$ cat config.mk
export PLATFORM = sky130hd
export DESIGN_NAME = buffered_serial_rx_tx_fifo_core
export DESIGN_NICKNAME = d
export VERILOG_FILES = /design/src/rtl/bsrtf_pkg.sv /design/src/rtl/bsrtf_ram.sv /design/src/rtl/buffered_serial_rx_tx_fifo_core.sv
export SDC_FILE = /design/constraint.sdc
export NUM_CORES = 2
export LEC_CHECK = 0
export ABC_AREA = 1
export ABC_CLOCK_PERIOD_IN_PS = 6200
export BUFFER_PORTS_ARGS = -buffer_cell sky130_fd_sc_hd__buf_2
export CAP_MARGIN = 10
export CORE_UTILIZATION = 25
export DETAILED_ROUTE_END_ITERATION = 12
export PLACE_DENSITY = 0.48
export SLEW_MARGIN = 20
export SYNTH_ARGS = -nofsm -noshare
export SYNTH_HDL_FRONTEND = slang
export SYNTH_HIERARCHICAL = 1
export SYNTH_SLANG_ARGS = --single-unit
$ cat constraint.sdc
create_clock -name i_clk -period 6.2 [get_ports i_clk]
set_input_delay 1.24 -clock i_clk [delete_from_list [all_inputs] [get_ports i_clk]]
set_output_delay 1.24 -clock i_clk [all_outputs]
set_load 0.005 [all_outputs]
$ cat src/rtl/bsrtf_pkg.sv
`default_nettype none
// ----------------------------------------------------------------------------
// bsrtf_pkg
// Shared types, constants and helpers for the buffered serial FIFO core.
// ----------------------------------------------------------------------------
package bsrtf_pkg;

    // Ring slots per FIFO; one slot always stays empty (DEPTH-1 bytes usable).
    localparam int unsigned DEPTH = 128;
    localparam int unsigned PTR_W = $clog2(DEPTH);

    typedef logic [PTR_W-1:0] t_ptr;

    typedef enum logic [1:0] {
        FUNC_RX_BYTE    = 2'd0,
        FUNC_HOST_READ  = 2'd1,
        FUNC_HOST_WRITE = 2'd2,
        FUNC_TX_READY   = 2'd3
    } t_func;

    typedef struct packed {
        t_func      func;
        logic [7:0] data_byte;
        logic       tx_idle;
    } t_in_item;

    typedef struct packed {
        logic       send_valid;
        logic [7:0] send_byte;
        logic       read_valid;
        logic [7:0] read_byte;
        logic       accepted;
        logic       tx_irq_enable;
    } t_out_item;

    // Ring pointer advance with wrap at the last slot.
    function automatic t_ptr ptr_next(input t_ptr p);
        t_ptr n;
        if (p == t_ptr'(DEPTH - 1)) begin
            n = '0;
        end else begin
            n = p + t_ptr'(1);
        end
        return n;
    endfunction

endpackage
`default_nettype wire

$ cat src/rtl/bsrtf_ram.sv
`default_nettype none
// ----------------------------------------------------------------------------
// bsrtf_ram
// Simple dual-port RAM: one write port, one read port, registered read data.
// ----------------------------------------------------------------------------
module bsrtf_ram #(
    parameter int unsigned WIDTH = 8,
    parameter int unsigned DEPTH = 128
) (
    input  wire logic                     i_clk,
    input  wire logic                     i_we,
    input  wire logic [$clog2(DEPTH)-1:0] i_waddr,
    input  wire logic [WIDTH-1:0]         i_wdata,
    input  wire logic                     i_re,
    input  wire logic [$clog2(DEPTH)-1:0] i_raddr,
    output logic      [WIDTH-1:0]         o_rdata
);

    logic [WIDTH-1:0] r_mem [DEPTH];
    logic [WIDTH-1:0] r_rdata;

    always_ff @(posedge i_clk) begin
        if (i_we) begin
            r_mem[i_waddr] <= i_wdata;
        end
        if (i_re) begin
            r_rdata <= r_mem[i_raddr];
        end
    end

    assign o_rdata = r_rdata;

endmodule
`default_nettype wire

$ cat src/rtl/buffered_serial_rx_tx_fifo_core.sv
`default_nettype none
// ----------------------------------------------------------------------------
// buffered_serial_rx_tx_fifo_core
// Receive and transmit ring FIFOs for a buffered serial port.
// ----------------------------------------------------------------------------
// Usage:
//   Input channel (i_in_valid / o_in_stall / i_in_item) carries one function
//   per transfer: received byte, host read, host write or transmitter ready.
//   Output channel (o_out_valid / i_out_stall / o_out_item) returns exactly
//   one result transfer per input transfer, in order.
//   Pointers and the tx interrupt enable are flops; the byte stores are two
//   DEPTH x 8 RAMs with registered reads. Writes and pointer updates happen
//   at the accepting edge; the read issued at that edge lands in the pending
//   stage, where the result is merged on its way into the output register.
//   An accepted item passes the pending stage and then the output register
//   before o_out_valid rises; a stalled output holds it in the pending stage.
//   Throughput: 1 item per cycle while the output side keeps draining; the
//   single pending-result stage plus the output register set that limit.
//   When the receiver stalls, the output register holds; one more item may
//   sit in the pending stage, after which o_in_stall rises.
//   Reset (synchronous, active low) empties both FIFOs, clears the tx
//   interrupt enable and drops any pending or buffered result. RAM contents
//   are not cleared; an entry is only read after it was written.
// ----------------------------------------------------------------------------
module buffered_serial_rx_tx_fifo_core (
    input  wire logic                 i_clk,
    input  wire logic                 i_rst_n,
    input  wire logic                 i_in_valid,
    output logic                      o_in_stall,
    input  wire bsrtf_pkg::t_in_item  i_in_item,
    output logic                      o_out_valid,
    input  wire logic                 i_out_stall,
    output bsrtf_pkg::t_out_item      o_out_item
);

    import bsrtf_pkg::*;

    // Ring pointers and interrupt enable
    t_ptr r_rx_head, r_rx_tail, r_tx_head, r_tx_tail;
    t_ptr n_rx_head, n_rx_tail, n_tx_head, n_tx_tail;
    logic r_irq_on, n_irq_on;

    // Pending stage: result fields known at accept, plus which RAM fills in
    logic      r_pend;
    t_out_item r_pend_item, n_pend_item;
    logic      r_use_rx, n_use_rx;
    logic      r_use_tx, n_use_tx;

    // Output register
    logic      r_out_valid;
    t_out_item r_out_item;

    logic      accept;
    logic      out_load;
    t_out_item merged;

    // RAM ports
    logic       rx_we, rx_re, tx_we, tx_re;
    logic [7:0] rx_rdata, tx_rdata;

    logic rx_empty, tx_empty;
    t_ptr rx_tail_nx, tx_tail_nx, tx_head_nx;

    // Pending result moves on when the output register is free or draining.
    assign out_load   = r_pend && (!r_out_valid || !i_out_stall);
    assign o_in_stall = r_pend && !out_load;
    assign accept     = i_in_valid && !o_in_stall;

    assign rx_empty   = (r_rx_head == r_rx_tail);
    assign tx_empty   = (r_tx_head == r_tx_tail);
    assign rx_tail_nx = ptr_next(r_rx_tail);
    assign tx_tail_nx = ptr_next(r_tx_tail);
    assign tx_head_nx = ptr_next(r_tx_head);

    // Function decode: pointer updates, RAM strobes and the result skeleton.
    always_comb begin
        n_rx_head   = r_rx_head;
        n_rx_tail   = r_rx_tail;
        n_tx_head   = r_tx_head;
        n_tx_tail   = r_tx_tail;
        n_irq_on    = r_irq_on;
        n_use_rx    = 1'b0;
        n_use_tx    = 1'b0;
        rx_we       = 1'b0;
        rx_re       = 1'b0;
        tx_we       = 1'b0;
        tx_re       = 1'b0;
        n_pend_item = '0;
        n_pend_item.accepted = 1'b1;

        case (i_in_item.func)
            FUNC_RX_BYTE: begin
                if (rx_tail_nx != r_rx_head) begin
                    rx_we     = accept;
                    n_rx_tail = rx_tail_nx;
                end else begin
                    n_pend_item.accepted = 1'b0;   // full: byte dropped
                end
            end
            FUNC_HOST_READ: begin
                if (!rx_empty) begin
                    rx_re                  = accept;
                    n_use_rx               = 1'b1;
                    n_pend_item.read_valid = 1'b1;
                    n_rx_head              = ptr_next(r_rx_head);
                end
            end
            FUNC_HOST_WRITE: begin
                if (tx_empty && i_in_item.tx_idle) begin
                    // bypass: straight to the idle transmitter
                    n_pend_item.send_valid = 1'b1;
                    n_pend_item.send_byte  = i_in_item.data_byte;
                    n_irq_on               = 1'b0;
                end else if (tx_tail_nx == r_tx_head) begin
                    n_pend_item.accepted = 1'b0;   // full: byte not taken
                end else begin
                    tx_we     = accept;
                    n_tx_tail = tx_tail_nx;
                    n_irq_on  = 1'b1;
                end
            end
            FUNC_TX_READY: begin
                if (tx_empty) begin
                    n_irq_on = 1'b0;
                end else begin
                    tx_re                  = accept;
                    n_use_tx               = 1'b1;
                    n_pend_item.send_valid = 1'b1;
                    n_tx_head              = tx_head_nx;
                    if (tx_head_nx == r_tx_tail) begin
                        n_irq_on = 1'b0;          // queue drained
                    end
                end
            end
            default: begin
                n_pend_item.accepted = 1'b1;
            end
        endcase

        n_pend_item.tx_irq_enable = n_irq_on;
    end

    // Fill in the byte that came back from RAM.
    always_comb begin
        merged = r_pend_item;
        if (r_use_rx) begin
            merged.read_byte = rx_rdata;
        end
        if (r_use_tx) begin
            merged.send_byte = tx_rdata;
        end
    end

    always_ff @(posedge i_clk) begin
        if (!i_rst_n) begin
            r_rx_head   <= '0;
            r_rx_tail   <= '0;
            r_tx_head   <= '0;
            r_tx_tail   <= '0;
            r_irq_on    <= 1'b0;
            r_pend      <= 1'b0;
            r_out_valid <= 1'b0;
        end else begin
            if (accept) begin
                r_rx_head <= n_rx_head;
                r_rx_tail <= n_rx_tail;
                r_tx_head <= n_tx_head;
                r_tx_tail <= n_tx_tail;
                r_irq_on  <= n_irq_on;
            end
            if (accept) begin
                r_pend <= 1'b1;
            end else if (out_load) begin
                r_pend <= 1'b0;
            end
            if (out_load) begin
                r_out_valid <= 1'b1;
            end else if (!i_out_stall) begin
                r_out_valid <= 1'b0;
            end
        end
    end

    // Payload registers
    always_ff @(posedge i_clk) begin
        if (accept) begin
            r_pend_item <= n_pend_item;
            r_use_rx    <= n_use_rx;
            r_use_tx    <= n_use_tx;
        end
        if (out_load) begin
            r_out_item <= merged;
        end
    end

    assign o_out_valid = r_out_valid;
    assign o_out_item  = r_out_item;

    bsrtf_ram #(
        .WIDTH (8),
        .DEPTH (DEPTH)
    ) u_rx_ram (
        .i_clk   (i_clk),
        .i_we    (rx_we),
        .i_waddr (r_rx_tail),
        .i_wdata (i_in_item.data_byte),
        .i_re    (rx_re),
        .i_raddr (r_rx_head),
        .o_rdata (rx_rdata)
    );

    bsrtf_ram #(
        .WIDTH (8),
        .DEPTH (DEPTH)
    ) u_tx_ram (
        .i_clk   (i_clk),
        .i_we    (tx_we),
        .i_waddr (r_tx_tail),
        .i_wdata (i_in_item.data_byte),
        .i_re    (tx_re),
        .i_raddr (r_tx_head),
        .o_rdata (tx_rdata)
    );

endmodule
`default_nettype wire

* Word-level counts from Yosys, hierarchy flattened *
Memories as Yosys holds them, arrays and structs flattened. A register that Yosys moved wholly into a read port is not among the register bits.
Cells that the tools add are included.

operators by class
  add/sub/neg operators = 4
  equal/unequal tests = 13
  muxes and demuxes = 35
  bitwise operators = 4
  reductions and logical operators = 16

operator list
  kind                                           number
  adder 7 x 1 -> 7 bit, second input constant    4
  == test 7 bit                                  4
  == test 7 bit, second input constant           4
  2-to-1 mux 7 bit                               4
  2-to-1 mux 1 bit                               26
  2-to-1 mux 9 bit                               1
  AND reduction 3 bit                            3
  2-to-1 mux 8 bit                               1
  != test 7 bit                                  1
  one-hot mux 1 bit (2 select lines)             3
  == test 2 bit, second input constant           2
  logical AND 1 bit                              4
  logical NOT 1 bit                              4
  NOT 1 bit                                      4
  AND reduction 4 bit                            1
  == test 2 x 1 -> 1 bit, second input constant  1
  logical NOT 2 bit                              1
  != test 2 x 1 -> 1 bit, second input constant  1
  AND reduction 2 bit                            1
  nonzero test 2 bit                             1
  logical OR 1 bit                               1

word-level totals
  bits in registers = 64
  memory bits (writable) = 2048
  input bits = 15
  logic and storage cells = 93
  memories kept = 2

memories
  memory          words  bits a word  read ports  clocked after memory_dff  write ports  RTL line         source
  u_rx_ram.r_mem  128    8            1           1                         1            bsrtf_ram.sv:19  logic [WIDTH-1:0] r_mem [DEPTH];
  u_tx_ram.r_mem  128    8            1           1                         1            bsrtf_ram.sv:19

* Depth between registers and ports, before layout *
  depth after elaboration = 12
  gate-level depth with buffers = 17
  mapped depth without buffers = 14

* Cells and area by module *
The synthesis kept the hierarchy.

modules (own cells, without submodules)
  module                           instances  cells an instance  area an instance (um^2)
  bsrtf_ram                        2          3575               42184.2
  buffered_serial_rx_tx_fifo_core  1          462                3583.4

* Worst setup path after synthesis *
No wires, ideal clock.

  kind = input-to-reg
  start point = input i_out_stall
  end point = memory u_rx_ram.r_mem[105][0] (enable)
  arrival time = 3259 ps
  required time = 5830 ps
  slack = 2570 ps
  cell stages on the path = 12
  path through = nand2_1 > nor2_1 > inv_1 > nand2_1 > inv_1 > buf_2 > nand3_4 > inv_1 > clkbuf_1 > nand2_1 > clkbuf_1 > nor2_1

between the ends
  cells in the longest elaborated chain, start to end = 11

RTL lines
  item                                    RTL line                               source
  start: declaration                      buffered_serial_rx_tx_fifo_core.sv:32  input wire logic i_out_stall,
  logical NOT 1 bit                       -
  logical OR 1 bit                        buffered_serial_rx_tx_fifo_core.sv:65  assign out_load = r_pend && (!r_out_valid || !i_out_stall);
  logical AND 1 bit                       buffered_serial_rx_tx_fifo_core.sv:65
  logical NOT 1 bit                       buffered_serial_rx_tx_fifo_core.sv:66  assign o_in_stall = r_pend && !out_load;
  logical AND 1 bit                       buffered_serial_rx_tx_fifo_core.sv:66
  net o_in_stall                          buffered_serial_rx_tx_fifo_core.sv:29  output logic o_in_stall,
  logical NOT 1 bit                       buffered_serial_rx_tx_fifo_core.sv:67  assign accept = i_in_valid && !o_in_stall;
  logical AND 1 bit                       buffered_serial_rx_tx_fifo_core.sv:67
  net accept                              buffered_serial_rx_tx_fifo_core.sv:53  logic accept;
  2-to-1 mux 1 bit                        buffered_serial_rx_tx_fifo_core.sv:93  if (rx_tail_nx != r_rx_head) begin
  2-to-1 mux 1 bit                        buffered_serial_rx_tx_fifo_core.sv:91  case (i_in_item.func)
  net rx_we                               buffered_serial_rx_tx_fifo_core.sv:58  logic rx_we, rx_re, tx_we, tx_re;
  2-to-1 mux 1 bit                        bsrtf_ram.sv:23                        if (i_we) begin
  2-to-1 mux 1 bit (implied by the code)  bsrtf_ram.sv:24                        r_mem[i_waddr] <= i_wdata;
  end: declaration                        bsrtf_ram.sv:19

The timed path passes the listed nets, and every way through them passes these cells.

* Worst setup path in the final report *
  start point = input i_out_stall
  end point = memory u_rx_ram.r_mem[119][6] (enable)

between the ends
  cells in the longest elaborated chain, start to end = 11

RTL lines
  item                                    RTL line
  logical NOT 1 bit                       -
  logical OR 1 bit                        buffered_serial_rx_tx_fifo_core.sv:65
  logical AND 1 bit                       buffered_serial_rx_tx_fifo_core.sv:65
  logical NOT 1 bit                       buffered_serial_rx_tx_fifo_core.sv:66
  logical AND 1 bit                       buffered_serial_rx_tx_fifo_core.sv:66
  logical NOT 1 bit                       buffered_serial_rx_tx_fifo_core.sv:67
  logical AND 1 bit                       buffered_serial_rx_tx_fifo_core.sv:67
  2-to-1 mux 1 bit                        buffered_serial_rx_tx_fifo_core.sv:93
  2-to-1 mux 1 bit                        buffered_serial_rx_tx_fifo_core.sv:91
  net rx_we                               buffered_serial_rx_tx_fifo_core.sv:58
  2-to-1 mux 1 bit                        bsrtf_ram.sv:23
  2-to-1 mux 1 bit (implied by the code)  bsrtf_ram.sv:24

The timed path passes the listed nets, and every way through them passes these cells.

==> results.md <==
* Status: completed
* Post-synth ARST share at 0%
* Worst VDD drop at 232.8 uV
* Top cell type by total area after synthesis: edfxtp_1
* Synth top area cells: edfxtp_1 (72%), nand2_1 (11%), nand3_1 (11%)
* Tot Pwr at 31250 uW
* Syn-to-layout area delta at 12.89%
* Top-count cell post-synth: nand2_1
* Worst-path fanout max at 14
* RePlAce Congestion at ~0.87
* Grt ovf at 0
* Final setup margin at roughly 1.9 ns
* Die ar. at around 0.35 mm2
* Reg2reg setup slack at 1.94 ns
* Iter 0 DRT Violations at between 5000 and 6000
* Slew margin rel. at a little over a fifth
* Sequential share of the synthesized area at 72.30%
* Clock Pin Slew Worst Setup and Hold Paths at around 0.06 ns
* Crit share post-route at 69.10%
* Type of origin of the critical path: primary input
* Dpl ws at about 1.0 ns
* Worst Setup End Kind: flop
* Placed insts at 11860
* Clk root buf: clkbuf_16
* Hold Path Origin: merged[0]$_DFFE_PP_
* TritonCTS Buffers at ~210
* Post-synthesis cell count at about 7600
* Clock skew at 0.03662 ns
* Yosys cell types at 33
* Post-synth EDFFs at 2097
* Largest net degree at the start of global routing at ~260
* Via count at about 57000
* Post-cts repair resize count at 0
* Worst Hold Path Cells at 0
* Most instantiated cells after synthesis: nand2_1 (2561), edfxtp_1 (2097), nand3_1 (1894), nor2_1 (315), buf_2 (245)
* First-pass GRT wire length at 375900 um
* WHS Endpoint: o_out_item[0]$_DFFE_PP_
* I/O Buffers at 36
* Fillcell total at 35970
* Worst setup path category: in2reg
* Endpoints failing setup at 0
* CTS H-tree depth at 4
* Cell area after synthesis at around 0.088 mm2
* Syn nets at approximately 7600
* Worst-case clock buffer depth at 4
* Gr usage total at 14.05%
* Routed vias/inst at 4.677
* Final hold violations at 0
* Total Wirelength at about 260000 um
* Hold buffer count at CTS at 0
* Unrepaired setup endpoints after global routing: false
* Worst flop-to-flop path startpoint: r_tx_tail[1]$_SDFFE_PN0P_
* Area share of the largest cell type after synthesis at 71.60%
* Avg WL per Cell at approximately 21 um
* Nets at about 7500
* Worst-margin pin slew at around 1.2 ns
* Setup_tns at 0 ns
* Worst Path Required at roughly 6.7 ns
* Synth warn at 6
* Leakage power total at roughly 0.034 uW
* Clock sinks at between 2000 and 2500
* Most used DFF post-synth: edfxtp_1
* Final slew viol count at 0
* DRC Markers at 0
* Clk Latency, worst-skew pair at approximately 0.87 ns
* Hold Crit Class: reg2reg
* Pwr Density at around 310 mW/mm2
* Chip width at 595.1 um
* Setup repair bufs after CTS at 0
* Min cycle time layout at 4.284 ns
* WP data arrival at between 4 and 5 ns
* Mean cell area of the mapped netlist at around 12 um2
* I/O Pins at 37
* Worst r2r path cells at 14
* FP Rows at roughly 220
* Core footprint at 0.3497 mm2
* Finished Layout Cells at between 10000 and 15000
* Vias in the first global route at 56900
* Max_cap viols at 0
* Die Y at around 600 um
* Share of layout cells above drive strength 1 at 6.263%
* Worst R2R End: u_tx_ram/r_mem[38][4]$_DFFE_PP_
* Fmax at about 230 MHz
* Drt pass-1 iters at 6
* Initial antenna violation count at 6
* CTS tree: done
* Detail Route Antenna Nets at 0
* Worst Hold Slack at approximately 0.54 ns
* Dpl hpwl at 152700 um
* Yosys reg bits at 2128
* Initial Util at around a quarter
==> critical path, cell delays in order <==
cell and delay [ns]:
buf_2 0.12, nand2_1 0.09, nor2_1 0.06, inv_1 0.08
nand2_1 0.17, inv_1 0.70, nand3_4 0.25, inv_1 0.37
nand2_1 0.63, buf_4 0.45, nor2_1 0.56
==> layer usage <==
layer	global-route usage, %	vias to the layer above	wire [um]
met2	23.94	1844	124700
met1	18.48	28640	110200
met4	4.742	0	8465
li1	-	26370	-
met5	0	-	0
met3	1.642	402	13900
==> final cells by class <==
| class | count | area, um2 | area share [%] |
|---|---|---|---|
| antenna | 10 | 25.02 | 0.02520 |
| multi-input combinational | 4893 | 21180 | 21.33 |
| inverter | 119 | 499.2 | 0.5028 |
| sequential | 2128 | 63620 | 64.07 |
| timing repair buffer | 116 | 1085 | 1.093 |
| clock buffer | 254 | 5555 | 5.595 |
| tap | 4599 | 5754 | 5.795 |
| clock inverter | 122 | 1574 | 1.585 |
==> worst max-delay path by stage <==
stage	startpoint	end	slack [ns]	cells after the start
after floorplan	i_out_stall	u_rx_ram/r_mem[105][0]$_DFFE_PP_	2.57	12
after global placement	i_out_stall	u_tx_ram/r_mem[38][6]$_DFFE_PP_	1.00	11
after detailed placement	i_out_stall	u_tx_ram/r_mem[110][3]$_DFFE_PP_	1.04	11
after CTS	r_tx_tail[1]$_SDFFE_PN0P_	u_tx_ram/r_mem[22][5]$_DFFE_PP_	1.93	14
after global routing	r_tx_tail[1]$_SDFFE_PN0P_	u_tx_ram/r_mem[22][5]$_DFFE_PP_	1.67	14
final	i_out_stall	u_rx_ram/r_mem[119][6]$_DFFE_PP_	1.92	11
==> power by group <==
| group | internal [uW] | leakage, uW | switching [uW] |
|---|---|---|---|
| clock | 7870 | 0.00347 | 5460 |
| combinational | 453 | 0.0112 | 1550 |
| sequential | 15800 | 0.0191 | 74.7 |
==> cell families after synthesis <==
kind of cell    synth area share (%)
buf+inv                        3.626
xor+xnor                      0.2091
mux                           0.1024
flops                          72.30
compound gates                0.2091
fa+ha+maj                    0.05691
simple gates                   23.49
==> layout by cell type, fill, tap and decap left out, types with 3 or more instances in the layout <==
| cell type | count |
|---|---|
| inv_1 | 103 |
| clkinv_1 | 32 |
| buf_6 | 3 |
| nand3_1 | 1894 |
| clkinv_8 | 3 |
| clkinv_4 | 6 |
| nand2_2 | 7 |
| xnor2_1 | 9 |
| diode_2 | 10 |
| nand2_4 | 3 |
| dfxtp_1 | 23 |
| clkbuf_8 | 5 |
| buf_2 | 28 |
| a21oi_1 | 23 |
| buf_8 | 8 |
| buf_12 | 17 |
| inv_16 | 3 |
| mux2_2 | 8 |
| nor2_1 | 315 |
| dfxtp_4 | 6 |
| bufinv_16 | 36 |
| nor3_1 | 19 |
| clkinv_2 | 35 |
| nand2_1 | 2561 |
| clkinvlp_4 | 10 |
| edfxtp_1 | 2097 |
| nor2_4 | 3 |
| inv_2 | 8 |
| ha_1 | 4 |
| nand4_1 | 14 |
| clkbuf_1 | 35 |
| clkbuf_16 | 214 |
| xor2_1 | 12 |
| buf_4 | 60 |
| o21ai_0 | 10 |
==> registers in the layout, indices dropped and copies added, names as in the netlist <==
| register | cells |
|---|---|
| merged | 3 |
| o_out_item | 20 |
| o_out_valid | 1 |
| r_irq_on | 1 |
| r_pend | 1 |
| r_pend_item | 8 |
| r_rx_head | 7 |
| r_rx_tail | 7 |
| r_tx_head | 7 |
| r_tx_tail | 7 |
| r_use_rx | 1 |
| r_use_tx | 1 |
| u_rx_ram/o_rdata | 8 |
| u_rx_ram/r_mem | 1024 |
| u_tx_ram/o_rdata | 8 |
| u_tx_ram/r_mem | 1024 |
==> stage by stage <==
step,area (um2),utilization [%]
2_1_floorplan,87950,-
3_3_place_gp,92130,26.34
3_5_place_dp,92130,26.34
4_1_cts,99260,28.38
5_1_grt,99290,28.39
6_report,99290,28.39
Power figures use the tool's default switching activity.
